File: config.mk
export PLATFORM = sky130hd
export DESIGN_NAME = dtpr_ring_store
export DESIGN_NICKNAME = d
export VERILOG_FILES = /design/src/design/dtpr_pkg.sv /design/src/design/dtpr_ring_store.sv
export SDC_FILE = /design/constraint.sdc
export NUM_CORES = 2
export LEC_CHECK = 0
export BUFFER_PORTS_ARGS = -buffer_cell sky130_fd_sc_hd__buf_2
export CAP_MARGIN = 15
export CORE_MARGIN = 5
export CORE_UTILIZATION = 55
export CTS_BUF_LIST = sky130_fd_sc_hd__clkbuf_16
export DETAILED_ROUTE_END_ITERATION = 6
export HOLD_SLACK_MARGIN = 0.02
export MAX_ROUTING_LAYER = met4
export PLACE_DENSITY = 0.73
export SLEW_MARGIN = 20
export SYNTH_ARGS = -nofsm -noshare
export SYNTH_HDL_FRONTEND = slang
export SYNTH_SLANG_ARGS = --single-unit
File: constraint.sdc
create_clock -name clk -period 3.2 [get_ports clk]
set_clock_uncertainty 0.15 [all_clocks]
set_input_delay 0.32 -clock clk [delete_from_list [all_inputs] [get_ports clk]]
set_output_delay 0.32 -clock clk [all_outputs]
set_load 0.01 [all_outputs]
File: src/design/dtpr_pkg.sv
package dtpr_pkg;

    // field widths
    localparam int SAMPLE_W  = 24;
    localparam int COEF_W    = 16;
    localparam int DELAY_W   = 7;
    localparam int IDX_W     = 8;
    localparam int FRAC_W    = 14;
    localparam int PROD_W    = SAMPLE_W + COEF_W;
    localparam int ACC_W     = PROD_W + 2;
    localparam int CFG_IDX_W = 2;
    localparam int CFG_W     = COEF_W;

    // structure
    localparam int FB_TAPS       = 2;
    localparam int MAX_DELAY_DEF = 128;

    typedef logic signed [SAMPLE_W-1:0] sample_t;
    typedef logic signed [COEF_W-1:0]   coef_t;
    typedef logic signed [PROD_W-1:0]   prod_t;
    typedef logic signed [ACC_W-1:0]    acc_t;
    typedef logic        [DELAY_W-1:0]  delay_t;
    typedef logic        [IDX_W-1:0]    idx_t;

    localparam acc_t ROUND_HALF = acc_t'(2 ** (FRAC_W - 1));
    localparam acc_t SAT_HI     = acc_t'(2 ** (SAMPLE_W - 1) - 1);
    localparam acc_t SAT_LO     = acc_t'(-(2 ** (SAMPLE_W - 1)));
    localparam idx_t IDX_MAX    = idx_t'(2 ** IDX_W - 1);

    // configuration register map
    typedef enum logic [CFG_IDX_W-1:0] {
        REG_FB_ONE    = 2'd0,
        REG_FB_TWO    = 2'd1,
        REG_TAP_GAIN  = 2'd2,
        REG_TAP_DELAY = 2'd3
    } reg_index_t;

    // control handed to each feedback cell
    typedef struct packed {
        logic advance;
        logic clear;
    } cell_ctrl_t;

    // round half up from Q14, then clamp to the sample range
    function automatic sample_t round_sat(input acc_t v);
        acc_t r;
        r = (v + ROUND_HALF) >>> FRAC_W;
        if (r > SAT_HI)
        begin
            r = SAT_HI;
        end
        else if (r < SAT_LO)
        begin
            r = SAT_LO;
        end
        return $signed(r[SAMPLE_W-1:0]);
    endfunction

endpackage

File: src/design/dtpr_ring_store.sv
module dtpr_ring_store #(
    parameter  int DEPTH  = dtpr_pkg::MAX_DELAY_DEF,
    localparam int ADDR_W = $clog2(DEPTH)
) (
    input  logic              clk,
    input  logic              wr_en,
    input  logic [ADDR_W-1:0] wr_addr,
    input  dtpr_pkg::sample_t wr_data,
    input  logic              rd_en,
    input  logic [ADDR_W-1:0] rd_addr_a,
    input  logic [ADDR_W-1:0] rd_addr_b,
    output dtpr_pkg::sample_t rd_data_a,
    output dtpr_pkg::sample_t rd_data_b
);
    import dtpr_pkg::*;

    sample_t mem [DEPTH];
    sample_t rd_a_reg;
    sample_t rd_b_reg;

    // single write port
    always_ff @(posedge clk)
    begin
        if (wr_en)
        begin
            mem[wr_addr] <= wr_data;
        end
    end

    // two registered read ports, old data on a same-address write
    always_ff @(posedge clk)
    begin
        if (rd_en)
        begin
            rd_a_reg <= mem[rd_addr_a];
            rd_b_reg <= mem[rd_addr_b];
        end
    end

    assign rd_data_a = rd_a_reg;
    assign rd_data_b = rd_b_reg;

endmodule

Word level (Yosys, flattened, before mapping)
Memory sizes are Yosys's and may differ from the RTL's. A register that Yosys moved wholly into a read port is not among the register bits.
Index checks and enable logic that the tools add are counted.
{"block": "classes", "n_mux": 2}
{"op": "$mux 1", "n": 2}
{"block": "totals", "mem_count": 1, "in_bits": 48, "ram_bits": 3072, "regBits": 0, "output_inout_bits": 48}
{"memory": "mem", "depth": 128, "word_bits": 24, "rd": 2, "rd_ports_with_merged_regs": 2, "wr": 1, "line_no": "dtpr_ring_store.sv:17", "source": "sample_t mem [DEPTH];"}

Longest topological paths before layout
{"block": "depth", "word_depth": 2, "depth_mapped": 8, "mapped_depth_nobuf": 4}

Worst setup path before layout
OpenSTA, ideal clock, no wires.
{"block": "synth_timing", "path_type": "input-to-reg", "start": "in rd_addr_b[0]", "end": "reg rd_b_reg[0], in the netlist rd_data_b[0] (read register of mem), data pin", "path_slack_ps": -83, "setup_ps": 260, "path_buffers": 3, "path_stages": 7, "t_arrival_ps": 2873, "cell_sequence": "clkbuf_1 buf_2 buf_1 mux4_2 mux4_2 mux4_2 mux2_2"}
{"item": "start: declaration", "line_no": "dtpr_ring_store.sv:11", "source": "input logic [ADDR_W-1:0] rd_addr_b,"}
{"item": "end: declaration", "line_no": "dtpr_ring_store.sv:19", "source": "sample_t rd_b_reg;"}

==> impl_metrics.json <==
{
  "root_buffer": "clkbuf_16",
  "setup_violations": 0,
  "power.density_nw_per_um2": 545.8,
  "critPathBufInv": 0,
  "final_util": 0.6463,
  "max_stage_delay_ps": 670,
  "num_io_pins": 96,
  "crit_type": "reg -> reg",
  "cpLargestDelayFamily": "multiplexers",
  "required_ps": 3780,
  "worstMarginPinSlew_ps": 1056,
  "die-area_um2": 268900,
  "synth_nets": 5869,
  "syn_area_per_cell_um2": 24.44,
  "synthFlopType": "edfxtp_1",
  "cts_sinks": 3120,
  "yosysTopAreaCell": "edfxtp_1",
  "avgViaCountPerCell": 7.510,
  "crit_path_start_kind": "register",
  "std_cell_rows": 186,
  "path_cells": "mux4_2 > mux4_2 > mux4_2 > mux2_2",
  "grt_setup_unrepaired": "false",
  "tritoncts.num_buffers": 321,
  "netlist_area_um2": 142300,
  "synth-edff-count": 3120,
  "ys_ff_latch": 3120,
  "placed_cells": 9527,
  "slew_violations": 0,
  "crit_path_max_fanout": 2,
  "finalHoldViolations": 0,
  "clockBufferDepth": 4,
  "synth_cells": 5821,
  "wl_um": 430500,
  "peakVddDrop_mv": 0.4031,
  "power.leakage_nw": 51.67,
  "globalRouteOverflowTotal": 0,
  "antenna_left": 0,
  "design_area_um2": 166200,
  "fmax_ghz": 0.3384,
  "start_util": 0.5532,
  "portBuffers": 95,
  "worst_slack_ps": 244.5,
  "drt-initial-drc-count": 12180,
  "max_slew_margin": 0.2961,
  "cpMostUsedCell": "mux4_2",
  "min_period_ps": 2955,
  "detail_route.wl_per_cell_um": 42.11,
  "synth_cell_types": 16,
  "synth_top_area_share": 0.6586,
  "nNetsFinal": 6547,
  "place_congestion": 0.9230,
  "drv_cap": 0,
  "hpwl_um": 268100,
  "async_flop_share": 0,
  "clkTransAtPathRegs_ps": 70,
  "clk_latency_ps": 990,
  "first_global_vias": 77870,
  "holdCritPathClass": "in -> reg",
  "n_fill_cell": 15740,
  "yosys_warnings": 0,
  "via_count": 76770,
  "yosysSeqAreaShare": 0.6586,
  "period_share": 0.9236,
  "drc": 0,
  "grt_use_total": 0.3296,
  "die_h_um": 518.6,
  "synth_common_cells": "edfxtp_1, mux4_2, clkbuf_1, nor2_1, buf_2",
  "crit_arrival_ps": 3540,
  "dr.pass1.iters": 6,
  "layout-drive-gt1-share": 0.5095,
  "slowest_stage": "mux4_2",
  "grt_pass1_wl_um": 599400,
  "dpl_worst_slack_ps": -510.6,
  "cp-end-kind": "register",
  "cts_tree": "yes",
  "outcome": "finished, final reports clean",
  "fp.coreArea_um2": 257200,
  "cts_htree_levels": 5,
  "grt_antenna_before_repair": 56,
  "grt_max_degree": 81,
  "place_area_um2": 155500,
  "layout.cells.non_filler": 10220,
  "finalSetupTns_ps": 0,
  "synth_area_leaders": "edfxtp_1, mux4_2, clkbuf_1",
  "die_x_um": 518.6,
  "post-synth-top-count-cell": "edfxtp_1",
  "synthToLayoutAreaGrowth_pct": 16.82
}
cells by family after synthesis:
logic type,share of synthesized area
flip-flops,0.6586
AND/OR/NAND/NOR,0.004899
buffers and inverters,0.01360
multiplexers,0.3229
power by group:
group | internal [W] | total (W) | leakage [nW] | switching (W)
sequential | 0.0452 | 0.0455 | 28.1 | 0.000308
combinational | 0.00382 | 0.00847 | 18.4 | 0.00465
clock | 0.0213 | 0.0367 | 5.15 | 0.0154
total | 0.0703 | 0.0907 | 51.7 | 0.0204
placed cells by master (no fill, tap or decap), drive strengths merged:
cell         instances
diode              100
nand4                3
mux4              2016
nor3                 9
or3                  1
clkinv             143
nand2b               2
nand3               12
nor2               122
nand2               14
bufinv              34
buf                789
inv                 45
mux2                48
clkbuf             328
nor2b                7
edfxtp            3120
dlygate4sd3         33
clkinvlp            12
worst register-to-register path, stage by stage (launching register included):
cell	delay (ps)
edfxtp_1	430
mux4_2	520
mux4_2	640
mux4_2	680
mux2_2	330
sequential cells by signal, summed over array words and instances, names as in the netlist:
signal     cells
mem         3072
rd_data_b     24
rd_data_a     24
repair_timing:
| item | CTS | global route |
|---|---|---|
| buffers inserted | 0 | 0 |
| hold endpoints to repair | 2073 | 0 |
| hold buffers | 33 | 0 |
| setup endpoints to repair | 0 | 0 |
| gates resized for setup | 0 | 0 |
per-stage QoR:
stage,total power [W],hold WS [ps]
floorplan,0.05048,268.9
global placement,0.05448,601.1
detailed placement,0.05460,612.6
CTS,0.09081,21.67
global route,0.09297,67.80
finish,0.09071,87.60
per-layer routing:
layer / vias to the layer above / track usage / routed length, um
met4: 0 / 0.1485 / 24210
met5: - / - / 0
met1: 41090 / 0.4335 / 142500
met3: 1040 / 0.1106 / 67170
li1: 28200 / - / -
met2: 6438 / 0.4745 / 196600
worst paths after layout:
path	start	to	slack [ps]	cells after the start
hold / removal	wr_addr[0]	mem[84][11]	90	3
hold reg to reg	mem[78][12]	rd_data_a[12]	1090	4
setup / recovery	mem[87][15]	rd_data_b[15]	240	4
setup reg to reg	mem[87][15]	rd_data_b[15]	240	4
layout make-up:
cell class	instances	area, um^2	share of cell area
antenna	100	250.2	0.001506
clock buffer	328	8208	0.04939
clock inverter	234	1943	0.01169
multi-input combinational	2234	47610	0.2864
sequential	3120	93690	0.5637
tap	3384	4234	0.02548
timing repair buffer	822	10270	0.06178
Note: power is estimated with default switching activity, not from simulation.
