$ cat config.mk
export PLATFORM = sky130hd
export DESIGN_NAME = dtpr_fb_cell
export DESIGN_NICKNAME = d
export VERILOG_FILES = /design/src/design/dtpr_pkg.sv /design/src/design/dtpr_fb_cell.sv
export SDC_FILE = /design/constraint.sdc
export NUM_CORES = 1
export LEC_CHECK = 0
export BUFFER_PORTS_ARGS = -buffer_cell sky130_fd_sc_hd__buf_2
export CAP_MARGIN = 10
export CORE_MARGIN = 2
export CORE_UTILIZATION = 25
export DETAILED_ROUTE_END_ITERATION = 16
export GPL_ROUTABILITY_DRIVEN = 0
export PLACE_DENSITY = 0.47
export SETUP_SLACK_MARGIN = 0.15
export SLEW_MARGIN = 20
export SYNTH_ARGS = -nofsm -noshare
export SYNTH_HDL_FRONTEND = slang
export SYNTH_SLANG_ARGS = --single-unit
$ cat constraint.sdc
create_clock -name clk -period 13.7 [get_ports clk]
set_input_delay 0.685 -clock clk [delete_from_list [all_inputs] [get_ports clk]]
set_output_delay 0.685 -clock clk [all_outputs]
set_load 0.05 [all_outputs]
$ cat src/design/dtpr_pkg.sv
package dtpr_pkg;

    // field widths
    localparam int SAMPLE_W  = 24;
    localparam int COEF_W    = 16;
    localparam int DELAY_W   = 7;
    localparam int IDX_W     = 8;
    localparam int FRAC_W    = 14;
    localparam int PROD_W    = SAMPLE_W + COEF_W;
    localparam int ACC_W     = PROD_W + 2;
    localparam int CFG_IDX_W = 2;
    localparam int CFG_W     = COEF_W;

    // structure
    localparam int FB_TAPS       = 2;
    localparam int MAX_DELAY_DEF = 128;

    typedef logic signed [SAMPLE_W-1:0] sample_t;
    typedef logic signed [COEF_W-1:0]   coef_t;
    typedef logic signed [PROD_W-1:0]   prod_t;
    typedef logic signed [ACC_W-1:0]    acc_t;
    typedef logic        [DELAY_W-1:0]  delay_t;
    typedef logic        [IDX_W-1:0]    idx_t;

    localparam acc_t ROUND_HALF = acc_t'(2 ** (FRAC_W - 1));
    localparam acc_t SAT_HI     = acc_t'(2 ** (SAMPLE_W - 1) - 1);
    localparam acc_t SAT_LO     = acc_t'(-(2 ** (SAMPLE_W - 1)));
    localparam idx_t IDX_MAX    = idx_t'(2 ** IDX_W - 1);

    // configuration register map
    typedef enum logic [CFG_IDX_W-1:0] {
        REG_FB_ONE    = 2'd0,
        REG_FB_TWO    = 2'd1,
        REG_TAP_GAIN  = 2'd2,
        REG_TAP_DELAY = 2'd3
    } reg_index_t;

    // control handed to each feedback cell
    typedef struct packed {
        logic advance;
        logic clear;
    } cell_ctrl_t;

    // round half up from Q14, then clamp to the sample range
    function automatic sample_t round_sat(input acc_t v);
        acc_t r;
        r = (v + ROUND_HALF) >>> FRAC_W;
        if (r > SAT_HI)
        begin
            r = SAT_HI;
        end
        else if (r < SAT_LO)
        begin
            r = SAT_LO;
        end
        return $signed(r[SAMPLE_W-1:0]);
    endfunction

endpackage

$ cat src/design/dtpr_fb_cell.sv
module dtpr_fb_cell (
    input  logic                clk,
    input  logic                rst_n,
    input  dtpr_pkg::cell_ctrl_t ctrl,
    input  dtpr_pkg::coef_t     coef,
    input  dtpr_pkg::sample_t   w_in,
    input  dtpr_pkg::acc_t      sum_in,
    output dtpr_pkg::sample_t   w_out,
    output dtpr_pkg::acc_t      sum_out
);
    import dtpr_pkg::*;

    sample_t held_reg;
    prod_t   prod;

    // held history value, zero at the first beat of a note
    assign w_out = ctrl.clear ? '0 : held_reg;

    // subtract this tap's share from the running sum
    assign prod    = prod_t'(coef) * prod_t'(w_out);
    assign sum_out = sum_in - ACC_W'(prod);

    // shift the history one cell along per accepted beat
    always_ff @(posedge clk or negedge rst_n)
    begin
        if (!rst_n)
        begin
            held_reg <= '0;
        end
        else if (ctrl.advance)
        begin
            held_reg <= w_in;
        end
    end

endmodule

======== After elaboration in Yosys (flattened, before gate mapping) ========
Index checks and enable logic that the tools add are counted.
storage, ports and cells
  bits in latches ......................... 0
  output and inout port bits .............. 66
  logic and storage cells ................. 4
  input bits .............................. 86
  flip-flop bits (word level) ............. 24
  memory bits (read-only) ................. 0
  memories ................................ 0
  RAM bits ................................ 0
cells by class
  bitwise operators ....................... 0
  order comparisons ....................... 0
  $add $sub $neg .......................... 1
  shifts and indexed selects .............. 0
  divide/modulo/power cells ............... 0
  multipliers ............................. 1
  multiplexer cells ....................... 1
  equal/unequal tests ..................... 0
  reduce and logical (&&, ||, !) cells .... 0
operator list
  operator          count
  $sub A42 B40 Y42  1
  $mul A16 B24 Y40  1
  $mux W24          1

======== Depth between registers and ports, before layout ========
Gate-level depths: netlist of run 1.
  word-level depth ........................ 3
  mapped depth ............................ 28
  mapped depth without buffers ............ 25

======== Worst setup path before layout of run 1 ========
Ideal clock, no wire load.
  path type ............................... input to output
  start ................................... in ctrl[0] (netlist bit)
  end ..................................... out sum_out[39]
  stages .................................. 24
  data required time ...................... 13.015 ns
  buffers on the path ..................... 3
  arrival ................................. 7.937 ns
  setup slack ............................. 5.078 ns
  path through ............................ nor2b_1 clkbuf_1 clkbuf_1 nand2_1 fa_1 inv_1 fa_1 inv_1 fa_1 fa_1 fa_1 inv_1 fa_1 inv_1 ha_1 clkbuf_1 nand4_1 o21ai_0 a21oi_1 nor2b_1 o21ai_0 nand2b_1 a211oi_1 a211oi_1
between the ends
  longest elaborated chain between the ends .. 3
ends and longest elaborated chain
  element             RTL line            text
  start: declaration  dtpr_fb_cell.sv:4   input dtpr_pkg::cell_ctrl_t ctrl,
  $mux W24            dtpr_fb_cell.sv:17  assign w_out = ctrl.clear ? '0 : held_reg;
  via w_out[23]       dtpr_fb_cell.sv:8   output dtpr_pkg::sample_t w_out,
  $mul A16 B24 Y40    dtpr_fb_cell.sv:20  assign prod = prod_t'(coef) * prod_t'(w_out);
  $sub A42 B40 Y42    dtpr_fb_cell.sv:21  assign sum_out = sum_in - ACC_W'(prod);
  end: declaration    dtpr_fb_cell.sv:9   output dtpr_pkg::acc_t sum_out
The timed path passes the listed nets, and every way through them passes these cells.

======== Final worst setup path of run 1 ========
  start ................................... in ctrl[0] (netlist bit)
  end ..................................... out sum_out[40]
between the ends
  longest elaborated chain between the ends .. 3
ends and longest elaborated chain
  element           RTL line
  $mux W24          dtpr_fb_cell.sv:17
  $mul A16 B24 Y40  dtpr_fb_cell.sv:20
  $sub A42 B40 Y42  dtpr_fb_cell.sv:21
Every way passes these cells.

==> results of run 1 <==
## cell families after synthesis
family | synth area share [%]
AO/OA/AOI/OAI | 4.78
XOR/XNOR | 2.95
adder cells (fa/ha/maj) | 59.3
buffers and inverters | 12.7
flip-flops | 3.54
multiplexers | 1.74
AND/OR/NAND/NOR | 15.0
## synth_stat cells (2+ instances only)
cell / n
o21ai_0: 14
clkbuf_1: 75
a21oi_1: 39
a31oi_1: 5
fa_1: 432
xnor2_1: 39
o22a_1: 2
nor2b_1: 50
nor2_1: 18
or3_1: 3
a31oi_2: 2
ha_1: 112
o21ai_2: 2
o21ai_1: 4
o211ai_1: 2
a21boi_0: 2
nand2b_1: 6
a211oi_1: 3
dfrtp_1: 24
and2_1: 176
nand3_1: 12
nand2_1: 208
inv_1: 498
mux2_2: 24
xor2_1: 18
nor3_1: 3
and3_1: 5
a21o_1: 26
o21bai_1: 5
a31o_2: 2
nand4_1: 8
## how the worst max path moves through the flow
stage / end / depth (start not counted) / slack (ps) / startpoint
2_1_floorplan: sum_out[39] / 24 / 5080 / ctrl[0]
3_3_place_gp: sum_out[40] / 24 / 4700 / ctrl[0]
3_5_place_dp: sum_out[40] / 24 / 4570 / ctrl[0]
4_1_cts: sum_out[40] / 24 / 4540 / ctrl[0]
5_1_grt: sum_out[40] / 24 / 4190 / ctrl[0]
6_report: sum_out[40] / 24 / 4690 / ctrl[0]
## area by class of cell
class / count / area, um^2
diodes: 1 / 2.50
well taps: 873 / 1090
clock buffers: 3 / 75.1
repair buffers: 174 / 928
fillers: 7202 / 48400
multi-input cells: 1243 / 14200
inverters: 498 / 1870
flip-flops and latches: 24 / 601
clock inverters: 1 / 30.0
## metrics by stage
stage	utilization, %	hold slack (ps)	worst slack [ps]
final	28.0	408	4690
after global placement	27.8	488	4700
after global routing	28.0	437	4190
after detailed placement	27.8	489	4570
after floorplan	-	389	5080
after CTS	28.0	421	4540
## routing by layer
layer / global-route usage, % / routed length [um]
met5: 0 / 11
met4: 2.13 / 721
met3: 0.725 / 1500
met2: 27.3 / 25600
met1: 17.8 / 19400
==> flow_metrics.py, run 1 <==
metrics = {
    "status": {
        "status": "finished, final reports clean",
    },
    "worst_setup_path": {
        "cp-start-kind": "input port",
        "path_delay_family": "adder cells",
        "critPathRequiredTime_ps": 13020,
        "crit_slowest_cell": "inv_1",
        "r2r_start": "held_reg[19]",
        "reg2reg_to": "held_reg[19]",
        "path_common_cell": "fa_1",
        "end_kind": "output pin",
        "crit_type": "in2out",
        "cp_data_arrival_time_ps": 8330,
        "reg2reg_depth": 1,
        "crit_path_max_incr_delay_ps": 720,
        "cp_max_fo": 25,
        "reg2reg_slack_ps": 12920,
        "crit_buf_inv": 6,
        "path_cells": "buf_2 -> nor2b_2 -> nand2_1 -> inv_1 -> fa_1 -> inv_1 -> fa_1 -> fa_1 -> fa_1 -> inv_1 -> fa_1 -> inv_1 -> ha_1 -> a21o_1 -> a21o_1 -> a221oi_1 -> o21ai_0 -> a31oi_2 -> o21ai_2 -> a22oi_1 -> nor2b_4 -> o31ai_1 -> xor2_1 -> buf_2",
    },
    "timing": {
        "min_period_over_period_pct": 65.8,
        "max_freq_mhz": 111,
        "relSlewSlack_pct": 41.2,
        "tightest_slew_ps": 879,
        "grt_setup_unrepaired": "false",
        "period_minus_slack_ps": 9010,
        "skew_ps": 0,
        "slew_viol_final": 0,
        "setup-tns-final_ps": 0,
        "final_hold_viol_count": 0,
        "setup_viol": 0,
    },
    "floorplan": {
        "die_area_um2": 69900,
        "fp.dieW_um": 264,
        "die_h_um": 264,
        "ios": 152,
        "start_util_pct": 25.2,
        "core.rowCount": 95,
        "coreArea_um2": 67200,
    },
    "route": {
        "ant_nets": 0,
        "viasPerCell": 4.32,
        "drc": 0,
        "dr.pass1.iters": 4,
        "routedWlPerCell_um": 16.7,
        "wirelength_um": 47200,
        "via_count": 12200,
        "drtIter0Drc": 465,
    },
    "yosys": {
        "syn-num-nets": 2471,
        "syn_area_um2": 16900,
        "synth_top_area_share_pct": 51.0,
        "synthCells": 1841,
        "synth_area_leaders": "fa_1 (51%), inv_1 (11%), ha_1 (8.3%)",
        "yosysSeqAreaShare_pct": 3.54,
        "synth-edff-count": 0,
        "yosysTopAreaCell": "fa_1",
        "syn_area_per_cell_um2": 9.20,
        "ys_ff_latch": 24,
        "ys_warn_count": 0,
        "synthArstFlopShare_pct": 100,
        "synth_cell_types": 53,
        "ys.flop_type": "dfrtp_1",
    },
    "clocking": {
        "cts.sinks": 24,
        "clkLatencyLatePin_ps": 250,
        "cts_resized": 0,
        "clkTransAtPathRegs_ps": 60,
        "root_buffer": "clkbuf_16",
        "cts-buffers-inserted": 3,
        "clk_path_buf_depth": 2,
        "htreeDepth": 1,
        "cts_tree": "yes",
        "post_cts_buffers": 0,
        "cts_hold_buf": 0,
    },
    "cells_and_area": {
        "layout.nets": 2574,
        "final_cell_mix": "inv_1 (498), fa_1 (432), nand2_1 (208)",
        "final_area_um2": 18800,
        "largest_reg_flops": 24,
        "mostFrequentLayoutCell": "inv_1",
        "syn2layout_area_growth_pct": 10.9,
        "drive_gt1_share_pct": 11.4,
        "final_cells": 2817,
    },
    "min_path": {
        "min_path_type": "in2async",
    },
    "placed_design": {
        "io_buffers": 151,
        "dp.cells": 2812,
        "place_area_um2": 18700,
        "dpl.hpwl_um": 40100,
    },
    "grt": {
        "grt_use_total_pct": 14.2,
        "grt_pass1_wl_um": 78600,
        "grt_pass1_vias": 14200,
        "grt-ovfl-total": 0,
        "grt_max_degree": 26,
        "antenna_found_initial": 2,
    },
    "run": {
        "cap_violations": 0,
    },
}
Power of run 1 is left out: the tool's default activity adds up to more than one toggle a clock period on the data nets, which glitch-free logic cannot reach.
==> inputs of run 2 (changes only) <==
==> constraint.sdc (replaced) <==
create_clock -name clk -period 9.45 [get_ports clk]
set_input_delay 0.4725 -clock clk [delete_from_list [all_inputs] [get_ports clk]]
set_output_delay 0.4725 -clock clk [all_outputs]
set_load 0.05 [all_outputs]
==> run 2 against run 1 <==
  * Global-route usage shrank 0.21 points
  * Critical path depth grew 2
  * Clock skew is the same
  * Register-to-register slack lost 4300 ps
  * Worst hold slack lost 210 ps
  * Design area is essentially flat
  * Sequential share of layout area is essentially flat
  * Die area is the same
  * First-iteration DRC count shrank 25%
==> flow_metrics.py, run 2 (synthesized netlist as in run 1, its figures left out) <==
metrics = {
    "floorplan": {
        "start_util_pct": 25.2,
        "die_h_um": 264,
        "fp.dieW_um": 264,
        "ios": 152,
        "core.rowCount": 95,
        "die_area_um2": 69900,
        "coreArea_um2": 67200,
    },
    "grt": {
        "grt-ovfl-total": 0,
        "grt_pass1_wl_um": 77600,
        "grt_use_total_pct": 14.0,
        "antenna_found_initial": 2,
        "grt_pass1_vias": 14100,
        "grt_max_degree": 26,
    },
    "timing": {
        "slew_viol_final": 0,
        "relSlewSlack_pct": 41.6,
        "final_hold_viol_count": 0,
        "tightest_slew_ps": 874,
        "skew_ps": 0,
        "grt_setup_unrepaired": "false",
        "max_freq_mhz": 122,
        "period_minus_slack_ps": 8200,
        "setup-tns-final_ps": 0,
        "min_period_over_period_pct": 86.8,
        "setup_viol": 0,
    },
    "worst_setup_path": {
        "cp_max_fo": 25,
        "path_delay_family": "adder cells",
        "crit_path_max_incr_delay_ps": 560,
        "crit_slowest_cell": "fa_1",
        "crit_buf_inv": 7,
        "critPathRequiredTime_ps": 8980,
        "end_kind": "output pin",
        "path_common_cell": "fa_1",
        "cp-start-kind": "input port",
        "cp_data_arrival_time_ps": 7730,
        "crit_type": "in2out",
    },
    "clocking": {
        "clkLatencyLatePin_ps": 250,
        "post_cts_buffers": 0,
        "cts_tree": "yes",
        "cts_hold_buf": 0,
        "clkTransAtPathRegs_ps": 60,
        "cts.sinks": 24,
        "htreeDepth": 1,
        "cts-buffers-inserted": 3,
        "clk_path_buf_depth": 2,
        "cts_resized": 0,
        "root_buffer": "clkbuf_16",
    },
    "min_path": {
        "min_path_type": "in2async",
    },
    "cells_and_area": {
        "largest_reg_flops": 24,
        "syn2layout_area_growth_pct": 11.0,
        "drive_gt1_share_pct": 11.6,
        "layout.nets": 2579,
        "final_cell_mix": "inv_1 (498), fa_1 (432), nand2_1 (208)",
        "mostFrequentLayoutCell": "inv_1",
        "antenna_cells": 0,
    },
    "route": {
        "drtIter0Drc": 350,
        "via_count": 11900,
        "dr.pass1.iters": 4,
        "viasPerCell": 4.24,
        "routedWlPerCell_um": 16.6,
        "ant_nets": 0,
        "drc": 0,
        "wirelength_um": 46900,
    },
    "placed_design": {
        "dpl.hpwl_um": 41000,
        "io_buffers": 151,
    },
    "status": {
        "status": "finished, final reports clean",
    },
    "run": {
        "cap_violations": 0,
    },
}
run 2: changes by cell type in the layout (fill, tap and decap cells not counted), sizes merged:
| cell | change |
|---|---|
| bufinv | -1 |
| diode | -1 |
| buf | +5 |
| clkbuf | +1 |
run 2: per-layer routing:
layer,track usage (%),share of wire [%],vias to the layer above
li1,-,-,5498
met1,17.7,43,6244
met2,27.0,53,181
met3,0.632,2.5,23
met4,1.77,1.3,2
met5,0,0.023,-
run 2: metrics by stage:
step	hold WS, ps	cells	cell area [um^2]	worst slack (ps)	util, %
after floorplan	177	1841	16900	1250	-
after global placement	484	2817	18700	1090	27.9
after detailed placement	489	2817	18700	1140	27.9
after CTS	221	2821	18800	1110	28.0
after global routing	241	2821	18800	707	28.0
final	195	2821	18800	1250	28.0
run 2: path summary, 6_finish.rpt:
check,startpoint,endpoint,slack [ps],depth (start not counted)
worst max register to register,held_reg[16],held_reg[16],8670,1
min in group clk,w_in[16],held_reg[16],450,2
worst max-delay path,ctrl[0],sum_out[40],1250,26
worst min register to register,held_reg[23],held_reg[23],500,1
max in group asynchronous,rst_n,held_reg[5],8890,1
worst min-delay path,rst_n,held_reg[23],190,1
run 2: final cells by class:
cell class	instances	area, um^2
repair buffers	179	966
inverters	498	1870
multi-input cells	1243	14200
well taps	873	1090
flip-flops and latches	24	601
clock buffers	4	88.8
fillers	7186	48300
Power of run 2 is left out for the same reason.
==> inputs of run 3 (changes only) <==
--- a/config.mk
+++ b/config.mk
@@ -12,6 +12,7 @@
 export DETAILED_ROUTE_END_ITERATION = 16
 export GPL_ROUTABILITY_DRIVEN = 0
 export PLACE_DENSITY = 0.47
+export RECOVER_POWER = 25
 export SETUP_SLACK_MARGIN = 0.15
 export SLEW_MARGIN = 20
 export SYNTH_ARGS = -nofsm -noshare
==> run 3 against run 2 <==
  * Sequential cell count unchanged
  * Via count about the same
  * Non-clock buffer count unchanged
  * Critical path depth unchanged
  * Die area unchanged
  * Largest cell class unchanged
  * Cell count unchanged
  * Wire length about the same
  * Global-route usage unchanged
  * First-iteration DRC count up 0.29%
  * Fmax about the same
  * Design area about the same
==> flow_metrics.py, run 3 (synthesized netlist as in run 1, its figures left out) <==
metrics = {
    "grt": {
        "grt-ovfl-total": 0,
        "antenna_found_initial": 2,
        "grt_pass1_wl_um": 77600,
        "grt_pass1_vias": 14100,
        "grt_use_total_pct": 14.0,
        "grt_max_degree": 26,
    },
    "worst_setup_path": {
        "end_kind": "output pin",
        "reg2reg_slack_ps": 8670,
        "critPathRequiredTime_ps": 8980,
        "crit_type": "in2out",
        "cp_data_arrival_time_ps": 7730,
        "cp_max_fo": 25,
        "reg2reg_depth": 1,
        "cp-start-kind": "input port",
    },
    "floorplan": {
        "core.rowCount": 95,
        "coreArea_um2": 67200,
        "ios": 152,
        "fp.dieW_um": 264,
        "start_util_pct": 25.2,
        "die_h_um": 264,
        "die_area_um2": 69900,
    },
    "cells_and_area": {
        "syn2layout_area_growth_pct": 11.0,
        "mostFrequentLayoutCell": "inv_1",
        "final_cell_mix": "inv_1 (498), fa_1 (432), nand2_1 (208)",
        "layout.nets": 2579,
        "antenna_cells": 0,
        "drive_gt1_share_pct": 11.4,
        "largest_reg_flops": 24,
        "fill_cells": 7184,
    },
    "timing": {
        "period_minus_slack_ps": 8200,
        "setup-tns-final_ps": 0,
        "setup_viol": 0,
        "min_period_over_period_pct": 86.8,
        "max_freq_mhz": 122,
        "tightest_slew_ps": 1300,
        "final_hold_viol_count": 0,
        "slew_viol_final": 0,
        "skew_ps": 0,
        "grt_setup_unrepaired": "false",
        "relSlewSlack_pct": 13.5,
    },
    "route": {
        "routedWlPerCell_um": 16.6,
        "drc": 0,
        "viasPerCell": 4.24,
        "via_count": 12000,
        "drtIter0Drc": 351,
        "ant_nets": 0,
        "wirelength_um": 46900,
        "dr.pass1.iters": 4,
    },
    "clocking": {
        "cts.sinks": 24,
        "htreeDepth": 1,
        "root_buffer": "clkbuf_16",
        "cts_tree": "yes",
        "post_cts_buffers": 0,
        "cts-buffers-inserted": 3,
        "clkLatencyLatePin_ps": 250,
        "cts_hold_buf": 0,
        "clk_path_buf_depth": 2,
        "cts_resized": 0,
        "clkTransAtPathRegs_ps": 60,
    },
    "min_path": {
        "min_path_type": "in2reg",
        "whs_path_depth": 2,
    },
    "placed_design": {
        "dpl.hpwl_um": 41000,
        "io_buffers": 151,
    },
    "run": {
        "cap_violations": 0,
    },
    "status": {
        "status": "finished, final reports clean",
    },
}
run 3: layout make-up:
| class | count | area (um^2) | share of cell area, % |
|---|---|---|---|
| multi-input combinational | 1243 | 14200 | 75.5 |
| inverter | 498 | 1870 | 9.94 |
| tap | 873 | 1090 | 5.81 |
| timing repair buffer | 179 | 963 | 5.12 |
| sequential | 24 | 601 | 3.19 |
| clock buffer | 4 | 88.8 | 0.472 |
run 3: critical path, cell delays in order:
cell and delay (ps):
buf_2 260, nor2b_2 190, buf_4 260, nand2_1 210, fa_1 560, inv_1 60
fa_1 510, fa_1 520, inv_1 50, fa_1 510, fa_1 500, inv_1 50
fa_1 470, inv_1 50, ha_1 380, a21o_1 210, a21o_1 180, a221oi_1 380
o21ai_0 180, a31oi_2 490, o21ai_2 140, a22oi_1 300, nor2b_4 220, o31ai_1 110
xor2_1 160, buf_2 280
run 3: layer usage:
metal  share of wire (%)  vias up  global-route usage, %
li1                    -     5502                      -
met1                  43     6245                   17.7
met2                  53      179                   27.0
met3                 2.5       23                  0.632
met4                 1.3        2                   1.77
met5               0.023        -                      0
run 3: stage by stage:
stage                     hold slack [ps]  worst slack, ps  std cells  util, %  cell area, um^2
final                                 450             1250       2821     28.0            18800
after global routing                  446              707       2821     28.0            18800
after CTS                             221             1110       2821     28.0            18800
after detailed placement              489             1140       2817     27.9            18700
after global placement                484             1090       2817     27.9            18700
after floorplan                       177             1250       1841        -            16900
run 3: path summary, 6_finish.rpt:
check | from | end
min in group asynchronous | rst_n | held_reg[23]
min | w_in[2] | held_reg[2]
max reg2reg | held_reg[16] | held_reg[16]
max | ctrl[0] | sum_out[40]
max in group asynchronous | rst_n | held_reg[6]
min reg2reg | held_reg[3] | held_reg[3]
Power of run 3 is left out for the same reason.
